<file path="config.mk">
export PLATFORM = sky130hd
export DESIGN_NAME = sam_alu
export DESIGN_NICKNAME = d
export VERILOG_FILES = /design/src/hdl/sam_pkg.sv /design/src/hdl/sam_alu.sv
export SDC_FILE = /design/constraint.sdc
export NUM_CORES = 1
export LEC_CHECK = 0
export BUFFER_PORTS_ARGS = -buffer_cell sky130_fd_sc_hd__buf_4
export CORE_UTILIZATION = 55
export DETAILED_ROUTE_END_ITERATION = 8
export GPL_ROUTABILITY_DRIVEN = 0
export PLACE_DENSITY = 0.74
export SETUP_SLACK_MARGIN = 0.1
export SLEW_MARGIN = 20
export SYNTH_ARGS = -nofsm -noshare
export SYNTH_HDL_FRONTEND = slang
export SYNTH_SLANG_ARGS = --single-unit
</file>
<file path="constraint.sdc">
create_clock -name clk_i -period 4.9 [get_ports clk_i]
set_clock_uncertainty 0.2 [all_clocks]
set_input_delay 1.47 -clock clk_i [delete_from_list [all_inputs] [get_ports clk_i]]
set_output_delay 1.47 -clock clk_i [all_outputs]
set_load 0.02 [all_outputs]
</file>
<file path="src/hdl/sam_pkg.sv">
// Shared types and constants for the stack arithmetic machine.
package sam_pkg;

  // Default number of stack entries
  localparam int unsigned SAM_STACK_DEPTH = 256;

  // Q16.16 value width and saturation limits
  localparam int unsigned QW = 32;
  localparam logic [QW-1:0] Q_MAX = 32'h7FFF_FFFF;
  localparam logic [QW-1:0] Q_MIN = 32'h8000_0000;

  // Iterations of the shared unit
  localparam int unsigned MUL_STEPS = 32;
  localparam int unsigned DIV_STEPS = 48;
  localparam int unsigned CNT_W     = $clog2(DIV_STEPS);

  // Instruction codes
  typedef enum logic [2:0] {
    CMD_ADD     = 3'd0,
    CMD_SUB     = 3'd1,
    CMD_MUL     = 3'd2,
    CMD_DIV     = 3'd3,
    CMD_NEG     = 3'd4,
    CMD_PUSH    = 3'd5,
    CMD_RET     = 3'd6,
    CMD_UNKNOWN = 3'd7
  } cmd_e;

  // Result status codes
  typedef enum logic [2:0] {
    ST_OK        = 3'd0,
    ST_RETURNED  = 3'd1,
    ST_DIVZERO   = 3'd2,
    ST_OVERFLOW  = 3'd3,
    ST_UNDERFLOW = 3'd4,
    ST_UNKNOWN   = 3'd5
  } status_e;

  // Operations of the shared arithmetic unit
  typedef enum logic [2:0] {
    ALU_ADD,
    ALU_SUB,
    ALU_MUL,
    ALU_DIV,
    ALU_NEG
  } alu_op_e;

  // States of the shared arithmetic unit
  typedef enum logic [1:0] {
    A_IDLE,
    A_SIMPLE,
    A_ITER,
    A_FIX
  } alu_state_e;

  // Sequencer states
  typedef enum logic [2:0] {
    S_IDLE,
    S_DECODE,
    S_READ,
    S_EXEC,
    S_REFILL,
    S_FINISH
  } sam_state_e;

  // Request to the arithmetic unit
  typedef struct packed {
    logic           start;
    alu_op_e        op;
    logic [QW-1:0]  a;
    logic [QW-1:0]  b;
  } alu_req_t;

  // Response from the arithmetic unit
  typedef struct packed {
    logic           done;
    logic [QW-1:0]  result;
  } alu_rsp_t;

endpackage

</file>
<file path="src/hdl/sam_alu.sv">
// Shared Q16.16 arithmetic unit: one 34-bit adder, iterated for multiply and divide.
module sam_alu import sam_pkg::*; (
  input  logic     clk_i,
  input  logic     rst_ni,
  input  alu_req_t req_i,
  output alu_rsp_t rsp_o
);

  alu_state_e       state_q, state_d;
  alu_op_e          op_q, op_d;
  logic [QW-1:0]    a_q, a_d, b_q, b_d;
  logic [QW-1:0]    add_q, add_d;     // |a| for multiply, |b| for divide
  logic             neg_q, neg_d;
  logic [QW:0]      hi_q, hi_d;       // partial product or remainder
  logic [47:0]      lo_q, lo_d;       // multiplier bits or dividend/quotient
  logic [CNT_W-1:0] cnt_q, cnt_d;
  logic [QW-1:0]    res_q, res_d;
  logic             done_q, done_d;

  logic [QW-1:0]    a_mag, b_mag;
  logic [33:0]      add_x, add_y, sum;
  logic             add_sub;
  logic [47:0]      mag;
  logic [QW:0]      shifted;
  logic             ovf;

  // Saturate a 34-bit signed sum to 32 bits
  function automatic logic [QW-1:0] sat34(input logic [33:0] s);
    logic [QW-1:0] r;
    if (s[33:31] == 3'b000 || s[33:31] == 3'b111) begin
      r = s[QW-1:0];
    end else begin
      r = s[33] ? Q_MIN : Q_MAX;
    end
    return r;
  endfunction

  // Operand magnitudes; the most negative value maps to 2^31
  assign a_mag = req_i.a[QW-1] ? (~req_i.a + 32'd1) : req_i.a;
  assign b_mag = req_i.b[QW-1] ? (~req_i.b + 32'd1) : req_i.b;

  // Unsigned magnitude of the final result
  assign mag = (op_q == ALU_MUL) ? {hi_q[QW-1:0], lo_q[31:16]} : lo_q;

  // Divide step: next remainder bit shifted in
  assign shifted = {hi_q[QW-1:0], lo_q[47]};

  // Operand selection for the shared adder
  always_comb begin
    add_x   = '0;
    add_y   = '0;
    add_sub = 1'b0;
    case (state_q)
      A_SIMPLE: begin
        case (op_q)
          ALU_NEG: begin
            add_y   = {{2{a_q[QW-1]}}, a_q};
            add_sub = 1'b1;
          end
          ALU_SUB: begin
            add_x   = {{2{a_q[QW-1]}}, a_q};
            add_y   = {{2{b_q[QW-1]}}, b_q};
            add_sub = 1'b1;
          end
          default: begin
            add_x   = {{2{a_q[QW-1]}}, a_q};
            add_y   = {{2{b_q[QW-1]}}, b_q};
          end
        endcase
      end
      A_ITER: begin
        if (op_q == ALU_MUL) begin
          add_x = {1'b0, hi_q};
          add_y = {2'b00, add_q};
        end else begin
          add_x   = {1'b0, shifted};
          add_y   = {2'b00, add_q};
          add_sub = 1'b1;
        end
      end
      A_FIX: begin
        add_y   = {2'b00, mag[QW-1:0]};
        add_sub = neg_q;
      end
      default: ;
    endcase
  end

  assign sum = add_x + (add_sub ? ~add_y : add_y) + {33'd0, add_sub};

  // Magnitude out of the signed range
  assign ovf = neg_q ? ((mag[47:32] != '0) || (mag[31] && (mag[30:0] != '0)))
                     : (mag[47:31] != '0);

  // Sequencer of the unit
  always_comb begin
    state_d = state_q;
    op_d    = op_q;
    a_d     = a_q;
    b_d     = b_q;
    add_d   = add_q;
    neg_d   = neg_q;
    hi_d    = hi_q;
    lo_d    = lo_q;
    cnt_d   = cnt_q;
    res_d   = res_q;
    done_d  = 1'b0;
    case (state_q)
      A_IDLE: begin
        if (req_i.start) begin
          op_d  = req_i.op;
          a_d   = req_i.a;
          b_d   = req_i.b;
          neg_d = req_i.a[QW-1] ^ req_i.b[QW-1];
          hi_d  = '0;
          if (req_i.op == ALU_MUL) begin
            add_d   = a_mag;
            lo_d    = {16'd0, b_mag};
            cnt_d   = CNT_W'(MUL_STEPS - 1);
            state_d = A_ITER;
          end else if (req_i.op == ALU_DIV) begin
            add_d   = b_mag;
            lo_d    = {a_mag, 16'd0};
            cnt_d   = CNT_W'(DIV_STEPS - 1);
            state_d = A_ITER;
          end else begin
            state_d = A_SIMPLE;
          end
        end
      end
      A_SIMPLE: begin
        res_d   = sat34(sum);
        done_d  = 1'b1;
        state_d = A_IDLE;
      end
      A_ITER: begin
        if (op_q == ALU_MUL) begin
          // add if multiplier bit set, then shift product right
          if (lo_q[0]) begin
            hi_d = sum[33:1];
            lo_d = {16'd0, sum[0], lo_q[31:1]};
          end else begin
            hi_d = {1'b0, hi_q[QW:1]};
            lo_d = {16'd0, hi_q[0], lo_q[31:1]};
          end
        end else begin
          // restoring divide step
          if (!sum[33]) begin
            hi_d = {1'b0, sum[QW-1:0]};
          end else begin
            hi_d = {1'b0, shifted[QW-1:0]};
          end
          lo_d = {lo_q[46:0], ~sum[33]};
        end
        cnt_d = cnt_q - CNT_W'(1);
        if (cnt_q == '0) begin
          state_d = A_FIX;
        end
      end
      A_FIX: begin
        res_d   = ovf ? (neg_q ? Q_MIN : Q_MAX) : sum[QW-1:0];
        done_d  = 1'b1;
        state_d = A_IDLE;
      end
      default: state_d = A_IDLE;
    endcase
  end

  // Control registers
  always_ff @(posedge clk_i or negedge rst_ni) begin
    if (!rst_ni) begin
      state_q <= A_IDLE;
      done_q  <= 1'b0;
    end else begin
      state_q <= state_d;
      done_q  <= done_d;
    end
  end

  // Datapath registers
  always_ff @(posedge clk_i) begin
    op_q  <= op_d;
    a_q   <= a_d;
    b_q   <= b_d;
    add_q <= add_d;
    neg_q <= neg_d;
    hi_q  <= hi_d;
    lo_q  <= lo_d;
    cnt_q <= cnt_d;
    res_q <= res_d;
  end

  assign rsp_o.done   = done_q;
  assign rsp_o.result = res_q;

endmodule

</file>
==> After elaboration in Yosys (flattened, before gate mapping) <==
Index checks and enable logic that the tools add are counted.
{ "word_totals": {"ff_bits": 222, "out_inout_bits": 33, "elab_cells": 93} }
{ "classes": {"addsub": 5, "eq_ne": 12, "n_mux": 41, "bitwise": 5, "reduce_logical": 19} }
{ "op_table": {"columns": ["op", "count"], "rows": [
  ["two-way mux 32 bit", 10],
  ["two-way mux 48 bit", 5],
  ["two-way mux 33 bit", 4],
  ["two-way mux 34 bit", 3],
  ["case mux 34 bit (3 select lines)", 1],
  ["case mux 48 bit (2 select lines)", 1],
  ["case mux 34 bit (2 select lines)", 1],
  ["case mux 33 bit (2 select lines)", 1],
  ["adder 32 x 1 -> 32 bit, second input constant", 2],
  ["inverter 32 bit", 2],
  ["case mux 32 bit (2 select lines)", 1],
  ["adder 34 x 1 -> 34 bit", 1],
  ["adder 34 bit", 1],
  ["inverter 34 bit", 1],
  ["nonzero test 31 bit", 1],
  ["two-way mux 6 bit", 3],
  ["nonzero test 17 bit", 1],
  ["nonzero test 16 bit", 1],
  ["case mux 6 bit (2 select lines)", 1],
  ["equality test 3 x 2 -> 1 bit, second input constant", 3],
  ["two-way mux 2 bit", 4],
  ["equality test 3 bit, second input constant", 2],
  ["logical NOT 6 bit", 1],
  ["case mux 2 bit (3 select lines)", 1],
  ["18 further kinds", 30]
]} }

==> Logic depth before layout (Yosys ltp) <==
Gate-level depths: netlist (run 1).
{ "logic_depth": {"ltp_word": 11, "ltp_mapped": 22, "mapped_depth_nobuf": 19} }

==> Worst setup path before layout (run 1) <==
Ideal clock, no wire load.
{ "synth_timing": {"path_type": "input port to flip-flop", "start": "input port req_i[66] (netlist bit)", "end": "register cnt_q[0] (enable)", "setup_ns": 0.540, "arrival_time_ns": 5.458, "required_ns": 4.160, "setup_slack_ns": -1.298, "stages": 2, "path_buffers": 0, "path_cell_list": "nand2b_1 > o21ai_0"} }
{ "synth_via": {"elab_chain_cells": 3, "elab_cells_between_ends": 4, "classes_between": "eq/ne (3); reduce/logical (1)"} }
{ "synth_rtl": {"columns": ["element", "line_no", "text"], "rows": [
  ["from (decl)", "sam_alu.sv:5", "input alu_req_t req_i,"],
  ["equality test 3 x 2 -> 1 bit (on tied branches)", "sam_alu.sv:116, sam_alu.sv:121", null],
  ["!= test 3 bit (no source line) (*)", null, null],
  ["AND reduction 3 bit (no source line) (*)", null, null],
  ["to (signal assigned)", "sam_alu.sv:189", "cnt_q <= cnt_d;"],
  ["to (decl)", "sam_alu.sv:16", "logic [CNT_W-1:0] cnt_q, cnt_d;"]
]} }
Every way passes the cells marked *; elsewhere a longest branch is shown, timed or not.
A chain may end at the register's enable or synchronous reset.

==> Worst setup path in the final report (run 1) <==
{ "layout_timing": {"start": "register op_q[2]", "end": "register res_q[7] (data pin)"} }
{ "layout_via": {"elab_chain_cells": 11, "elab_cells_between_ends": 30, "classes_between": "add/sub (2); eq/ne (4); mux (15); bitwise (1); reduce/logical (8)"} }
{ "layout_rtl": {"columns": ["element", "line_no", "text"], "rows": [
  ["from (decl)", "sam_alu.sv:10", "alu_op_e op_q, op_d;"],
  ["from (signal assigned)", "sam_alu.sv:182", "op_q <= op_d;"],
  ["equality test 3 bit (tied with other cells)", "sam_alu.sv:55", "case (op_q)"],
  ["OR reduction 2 bit (no source line) (tied with other cells)", null, null],
  ["two-way mux 1 bit or case mux 34 bit (3 select lines) (tied branches)", "sam_alu.sv:55, sam_alu.sv:53", null],
  ["case mux 1 bit (3 select lines) or inverter 34 bit (tied branches)", "sam_alu.sv:53, sam_alu.sv:89", null],
  ["two-way mux 34 bit", "sam_alu.sv:89", "assign sum = add_x + (add_sub ? ~add_y : add_y) + {33'd0, add_sub};"],
  ["adder 34 bit", "sam_alu.sv:89", null],
  ["adder 34 x 1 -> 34 bit", "sam_alu.sv:89", null],
  ["equality test 3 bit or logical NOT 3 bit (tied branches)", "sam_alu.sv:30", "if (s[33:31] == 3'b000 || s[33:31] == 3'b111) begin"],
  ["logical OR 1 bit", "sam_alu.sv:30", null],
  ["two-way mux 32 bit", "sam_alu.sv:30", null],
  ["case mux 32 bit (2 select lines) (*)", "sam_alu.sv:108", "case (state_q)"],
  ["named net res_d[7]", "sam_alu.sv:17", "logic [QW-1:0] res_q, res_d;"],
  ["to (signal assigned)", "sam_alu.sv:190", "res_q <= res_d;"],
  ["to (decl)", "sam_alu.sv:17", null]
]} }
The timed path passes the listed nets; every way through them passes the cells marked *.

==> results of run 1 <==
state kept, by name (all words and copies together) (netlist names):
register  count
b_q          32
hi_q         33
lo_q         48
state_q       2
add_q        32
cnt_q         6
neg_q         1
done_q        1
res_q        32
op_q          3
a_q          32
cells by family (layout without fill, tap and decap cells):
kind of cell	count (synthesis)	in the layout	share of synthesized area, %
XOR/XNOR	123	123	7.08
flip-flops	222	222	43.4
multiplexers	107	107	7.34
adder cells (fa/ha/maj)	41	41	3.40
buffers and inverters	145	368	3.84
AND/OR/NAND/NOR	540	542	15.8
AO/OA/AOI/OAI	449	449	19.1
report_power, final:
group / internal [µW] / total [µW] / switching (µW)
clock: 1050 / 1870 / 822
combinational: 482 / 1170 / 690
sequential: 2280 / 2610 / 331
total: 3820 / 5660 / 1840
synth_stat cells, types with 15 or more instances:
cell type and instances:
clkbuf_1 79, a222oi_1 22, a21boi_0 19, mux2i_1 70, xor2_1 67, mux2_2 35, o31ai_1 20, a221oi_1 34
nand2_1 313, o22ai_1 15, o21ai_0 92, nor4_1 24, nor2_1 74, nand3_1 16, nor3_1 16, a31oi_1 21
nor2b_1 38, edfxtp_1 219, xnor2_1 55, a21oi_1 148, ha_1 40, inv_1 40
how the worst max path moves through the flow:
stage,start,to
finish,op_q[2]$_DFFE_PP_,res_q[7]$_DFFE_PP_
global route,op_q[2]$_DFFE_PP_,res_q[2]$_DFFE_PP_
CTS,op_q[0]$_DFFE_PP_,res_q[6]$_DFFE_PP_
detailed placement,op_q[0]$_DFFE_PP_,res_q[6]$_DFFE_PP_
global placement,op_q[0]$_DFFE_PP_,res_q[4]$_DFFE_PP_
floorplan,op_q[0]$_DFFE_PP_,res_q[0]$_DFFE_PP_
critical path: stages, from the launching register on:
cell and delay [ns]:
edfxtp_1 0.49, nor3b_4 0.26, buf_4 0.15, buf_12 0.11
buf_8 0.11, mux2_4 0.30, a222oi_1 0.50, xnor2_1 0.18
nor2_1 0.06, ha_1 0.36, a21o_1 0.18, a21o_1 0.19
a21oi_2 0.19, nand3b_1 0.18, o2111ai_2 0.28, a211oi_2 0.13
or3_4 0.36, and2_4 0.18, o311ai_4 0.21, buf_6 0.18
clkbuf_16 0.16, a21oi_1 0.06
final cells by class:
cell class	instances	share of cell area, %
inverter	40	0.792
clock inverter	16	0.844
timing repair buffer	284	12.9
multi-input combinational	1262	44.6
clock buffer	28	3.36
tap	372	2.45
sequential	222	35.1
through the flow:
stage          area, µm²  instances  setup TNS, ns  util, %  hold WS, ns
4_1_cts            18600       2204          -3.74     68.5        0.355
6_report           19000       2224         -16.57     70.0        0.358
5_1_grt            19000       2224         -24.83     70.0        0.396
3_3_place_gp       17400       2142          -3.83     64.1        0.334
2_1_floorplan      15300       1627              0        -        0.305
3_5_place_dp       17400       2142          -7.98     64.1        0.345
per-layer routing:
layer  global-route usage, %  up-vias
met1                    47.9     6778
met4                    14.0        0
met3                    5.38      185
met2                    52.5     1034
met5                       0        -
li1                        -     6433
timing repair:
item / CTS / global route
gates cloned: 4 / 3
resized for setup: 42 / 56
pin swaps: 20 / 42
buffers inserted: 14 / 17
setup endpoints to repair: 65 / 66
==> results.py, run 1 <==
metrics = {
    "status": {
        "status": "finished with violations",
        "violations": "setup timing",
    },
    "clock_network": {
        "cts_tree": "yes",
        "cts.sinks": 222,
        "cts.path.max_buffers": 3,
        "path_clk_slew_ns": 0.06,
        "clock_latency_ns": 0.56,
        "root_buffer": "clkbuf_16",
        "cts.hold.buffers_added": 0,
        "cts_max_level": 1,
        "cts_made_buffers": 25,
    },
    "logic_synthesis": {
        "synthCells": 1627,
        "ys_warn_count": 0,
        "synth.top_cell.area_share_pct": 42.9,
        "synth_flop_cell": "edfxtp_1",
        "ys_types": 69,
        "synth_nets": 1738,
        "async_reset_ff_share_pct": 1.35,
        "yosysSeqAreaShare_pct": 43.4,
        "synth_edf_count": 219,
        "syn_avg_cell_area_um2": 9.41,
        "synth_top_area_cell": "edfxtp_1",
        "syn_area_mm2": 0.0153,
        "synth_area_leaders": "edfxtp_1 43%, nand2_1 7.7%, a21oi_1 4.8%, mux2i_1 4.6%, xor2_1 3.8%",
        "ys_ff_latch": 222,
    },
    "critical_path": {
        "rr_startpoint": "op_q[2]$_DFFE_PP_",
        "cp_data_arrival_time_ns": 5.39,
        "critical_path_class": "reg2reg",
        "rrSetupSlack_ns": -0.38,
        "crit_path_end_kind": "flip-flop",
        "rr_endpoint": "res_q[7]$_DFFE_PP_",
        "required_ns": 5.01,
        "start_kind": "flip-flop",
        "ff2ff_path_depth": 21,
        "path_max_fanout": 8,
    },
    "pwr": {
        "power_uw": 5660,
        "power_density_mw_per_mm2": 298,
        "leakagePower_uw": 0.00751,
        "ir_drop_mv": 0.270,
    },
    "finish": {
        "multi_input_area_mm2": 0.00846,
        "final_nets": 1946,
        "drive_above_1_share_pct": 24.4,
        "seqCellArea_mm2": 0.00665,
        "area_delta_synth_final_pct": 23.9,
        "mostFrequentLayoutCell": "nand2_1",
        "final_cell_mix": "309 x nand2_1, 256 x buf_4, 219 x edfxtp_1",
        "n_fill_cell": 2004,
        "diodes": 0,
    },
    "floorplan": {
        "dieWidth_um": 169,
        "num_io_pins": 103,
        "die_area_mm2": 0.0285,
        "die_y_um": 169,
        "start_util_pct": 56.5,
        "core_area_mm2": 0.0271,
        "rows": 60,
    },
    "hold_path": {
        "hold_path_startpoint": "lo_q[40]$_DFFE_PP_",
        "hold_path_depth": 2,
        "min_to": "lo_q[41]$_DFFE_PP_",
        "hp-class": "reg2reg",
    },
    "drt": {
        "via_per_inst": 6.49,
        "top_layer": "met4",
        "wl_met3_mm": 5.76,
        "detail_route.wl_per_cell_um": 22.6,
        "ant_nets": 0,
        "num_vias": 14430,
        "drt_iter0_drc": 2096,
        "finalWirelength_mm": 50.3,
        "drcViolationCount": 0,
        "dr_wl_met2_mm": 22.2,
        "wl_met1_mm": 19.8,
        "dr.pass1.iters": 8,
    },
    "timing": {
        "period_share_pct": 108,
        "clock.fmax_ghz": 0.189,
        "setup_ws_ns": -0.382,
        "hold_violations": 0,
        "rsz0062_at_grt": "yes",
        "worstMarginPinSlew_ns": 1.12,
        "setup-violations-final": 65,
        "slew_headroom_pct": 25.5,
        "fin_crit_ns": 5.28,
        "final_max_slew_viol_count": 0,
    },
    "global_routing": {
        "globalRouteTotalUtil_pct": 34.0,
        "grt_pass1_wl_mm": 74.6,
        "grt_max_degree": 62,
        "grt_pass1_vias": 13045,
        "antenna_found_initial": 0,
        "overflow": 0,
    },
    "place": {
        "hpwl_mm": 35.8,
        "post-place-ws_ns": -0.206,
        "portBuffers": 102,
    },
    "run": {
        "maxCapViolations": 0,
    },
}
Power figures use the tool's default switching activity.
==> inputs of run 2 (changes only) <==
- CTS_BUF_LIST: default -> sky130_fd_sc_hd__clkbuf_16
- CTS_CLUSTER_DIAMETER: default -> 200
- MAX_ROUTING_LAYER: default -> met4
==> run 2 against run 1 <==
  * The run still ends with setup timing left
  * Sequential share of layout area fell by 0.23 points
  * Critical path type unchanged
  * Sequential power about the same
  * First-iteration DRC count shrank 0.24%
  * Maximum frequency fell by 1.5%
  * Cell area is 0.66% higher
  * Largest cell class unchanged
  * Sequential cell count is the same
  * Highest routed layer unchanged
  * Hold slack gained 0.0022 ns
==> results.py, run 2 (same netlist as run 1, synthesis figures left out) <==
metrics = {
    "drt": {
        "ant_nets": 0,
        "drcViolationCount": 0,
        "dr.pass1.iters": 9,
        "via_per_inst": 6.48,
        "detail_route.wl_per_cell_um": 22.5,
        "drt_iter0_drc": 2091,
        "finalWirelength_mm": 50.2,
        "num_vias": 14435,
    },
    "hold_path": {
        "hold_path_depth": 2,
        "hold_path_startpoint": "lo_q[40]$_DFFE_PP_",
        "hp-class": "reg2reg",
        "min_to": "lo_q[41]$_DFFE_PP_",
    },
    "floorplan": {
        "dieWidth_um": 169,
        "die_y_um": 169,
        "core_area_mm2": 0.0271,
        "num_io_pins": 103,
        "start_util_pct": 56.5,
        "rows": 60,
        "die_area_mm2": 0.0285,
    },
    "clock_network": {
        "cts_tree": "yes",
        "cts_made_buffers": 25,
        "path_clk_slew_ns": 0.06,
        "root_buffer": "clkbuf_16",
        "cts.path.max_buffers": 3,
        "cts.sinks": 222,
        "clock_latency_ns": 0.56,
        "cts_max_level": 1,
        "cts.hold.buffers_added": 0,
    },
    "critical_path": {
        "rr_startpoint": "op_q[1]$_DFFE_PP_",
        "required_ns": 5.01,
        "path_max_fanout": 8,
        "critical_path_class": "reg2reg",
        "rr_endpoint": "res_q[19]$_DFFE_PP_",
        "cp_data_arrival_time_ns": 5.47,
        "start_kind": "flip-flop",
        "crit_path_end_kind": "flip-flop",
        "rrSetupSlack_ns": -0.46,
        "ff2ff_path_depth": 21,
    },
    "finish": {
        "area_delta_synth_final_pct": 24.7,
        "largest_reg_flops": 48,
        "finalNonFillerCells": 2229,
        "diodes": 0,
        "n_fill_cell": 1955,
        "multi_input_area_mm2": 0.00852,
        "drive_above_1_share_pct": 25.0,
        "mostFrequentLayoutCell": "nand2_1",
        "top_regs": "lo_q: 48 flops, hi_q: 33 flops",
        "final_cell_mix": "305 x nand2_1, 260 x buf_4, 219 x edfxtp_1",
        "final_nets": 1951,
        "final_core_util_pct": 70.4,
        "largest-register": "lo_q",
        "seqCellArea_mm2": 0.00665,
    },
    "timing": {
        "setup_ws_ns": -0.460,
        "final_max_slew_viol_count": 0,
        "worstMarginPinSlew_ns": 1.10,
        "setup-violations-final": 65,
        "fin_crit_ns": 5.36,
        "hold_violations": 0,
        "clock.fmax_ghz": 0.187,
        "slew_headroom_pct": 26.4,
        "period_share_pct": 109,
        "rsz0062_at_grt": "yes",
    },
    "pwr": {
        "internal-power_uw": 3820,
        "power_density_mw_per_mm2": 296,
        "ir_drop_mv": 0.270,
        "switchingPower_uw": 1840,
        "comb_power_share_pct": 20.8,
        "p_sw_share_pct": 32.5,
        "power_frac_seq_pct": 46.2,
        "leakagePower_uw": 0.00760,
        "pwr-share-clk_pct": 33.0,
    },
    "run": {
        "maxCapViolations": 0,
    },
    "global_routing": {
        "globalRouteTotalUtil_pct": 35.0,
        "antenna_found_initial": 0,
        "grt_max_degree": 62,
        "grt_pass1_wl_mm": 74.5,
        "overflow": 0,
        "grt_pass1_vias": 13027,
    },
    "place": {
        "post-place-ws_ns": -0.206,
        "dp_cells": 2142,
        "portBuffers": 102,
        "hpwl_mm": 35.8,
    },
    "status": {
        "violations": "setup timing",
        "status": "finished with violations",
    },
}
-- run 2: changes by cell type in the layout (fill, tap and decap cells not counted), sizes merged --
cell / change
buf: +5
inv: +3
clkbuf: -2
or3: -2
bufbuf: +1
-- run 2: area by class of cell --
class	count	share of cell area (%)
multi-input cells	1260	44.6
flip-flops and latches	222	34.8
repair buffers	291	13.2
clock buffers	25	3.28
well taps	372	2.44
clock inverters	19	0.898
inverters	40	0.786
-- run 2: worst max path at each step --
stage / from / endpoint / slack, ns
3_5_place_dp: op_q[0]$_DFFE_PP_ / res_q[6]$_DFFE_PP_ / -0.21
2_1_floorplan: op_q[0]$_DFFE_PP_ / res_q[0]$_DFFE_PP_ / 0.06
5_1_grt: op_q[0]$_DFFE_PP_ / res_q[26]$_DFFE_PP_ / -0.57
3_3_place_gp: op_q[0]$_DFFE_PP_ / res_q[4]$_DFFE_PP_ / -0.13
4_1_cts: op_q[0]$_DFFE_PP_ / res_q[6]$_DFFE_PP_ / -0.14
6_report: op_q[1]$_DFFE_PP_ / res_q[19]$_DFFE_PP_ / -0.46
-- run 2: worst max-delay path, cell delays in order, from the launching register on --
cell and delay, ns:
edfxtp_1 0.47, nor3b_4 0.28, buf_4 0.16, buf_12 0.12, buf_8 0.11, mux2_4 0.30, a222oi_1 0.57, xnor2_1 0.18
nor2_1 0.06, ha_1 0.36, a21o_1 0.20, a21o_1 0.16, a21oi_2 0.16, nand3b_1 0.18, o2111ai_2 0.29, a211oi_2 0.13
or3_4 0.36, and2_4 0.18, o311ai_4 0.21, buf_6 0.18, clkbuf_16 0.18, a21oi_2 0.06
-- run 2: per-stage QoR --
step | power (µW) | area, µm² | hold slack, ns | TNS [ns]
6_report | 5660 | 19100 | 0.360 | -19.39
5_1_grt | 5820 | 19100 | 0.396 | -28.12
4_1_cts | 5550 | 18600 | 0.355 | -3.74
3_5_place_dp | 3690 | 17400 | 0.345 | -7.98
3_3_place_gp | 3670 | 17400 | 0.334 | -3.83
2_1_floorplan | 3160 | 15300 | 0.305 | 0
-- run 2: routing by layer --
layer / vias to the layer above / routed length [µm] / GRT usage (%) / share of wire, %
met5: - / 0 / - / 0
met4: 0 / 2500 / 14.6 / 5.0
met3: 176 / 6060 / 5.75 / 12
met2: 1058 / 22200 / 52.1 / 44
met1: 6748 / 19400 / 47.5 / 39
li1: 6453 / - / - / -
-- run 2: power groups by stage --
stage | sequential, µW | combinational (µW) | clock (µW)
6_report | 2610 | 1180 | 1860
5_1_grt | 2620 | 1260 | 1930
4_1_cts | 2590 | 1090 | 1870
3_5_place_dp | 2620 | 1070 | 0
3_3_place_gp | 2620 | 1050 | 0
2_1_floorplan | 2460 | 703 | 0
-- run 2: what timing repair did --
item                                   in CTS  in global routing
endpoints found under the hold margin       0                  0
resized for setup                          42                 80
pin swaps                                  20                 31
cloned                                      4                  2
setup endpoints to repair                  65                 66
setup buffers                              14                 24
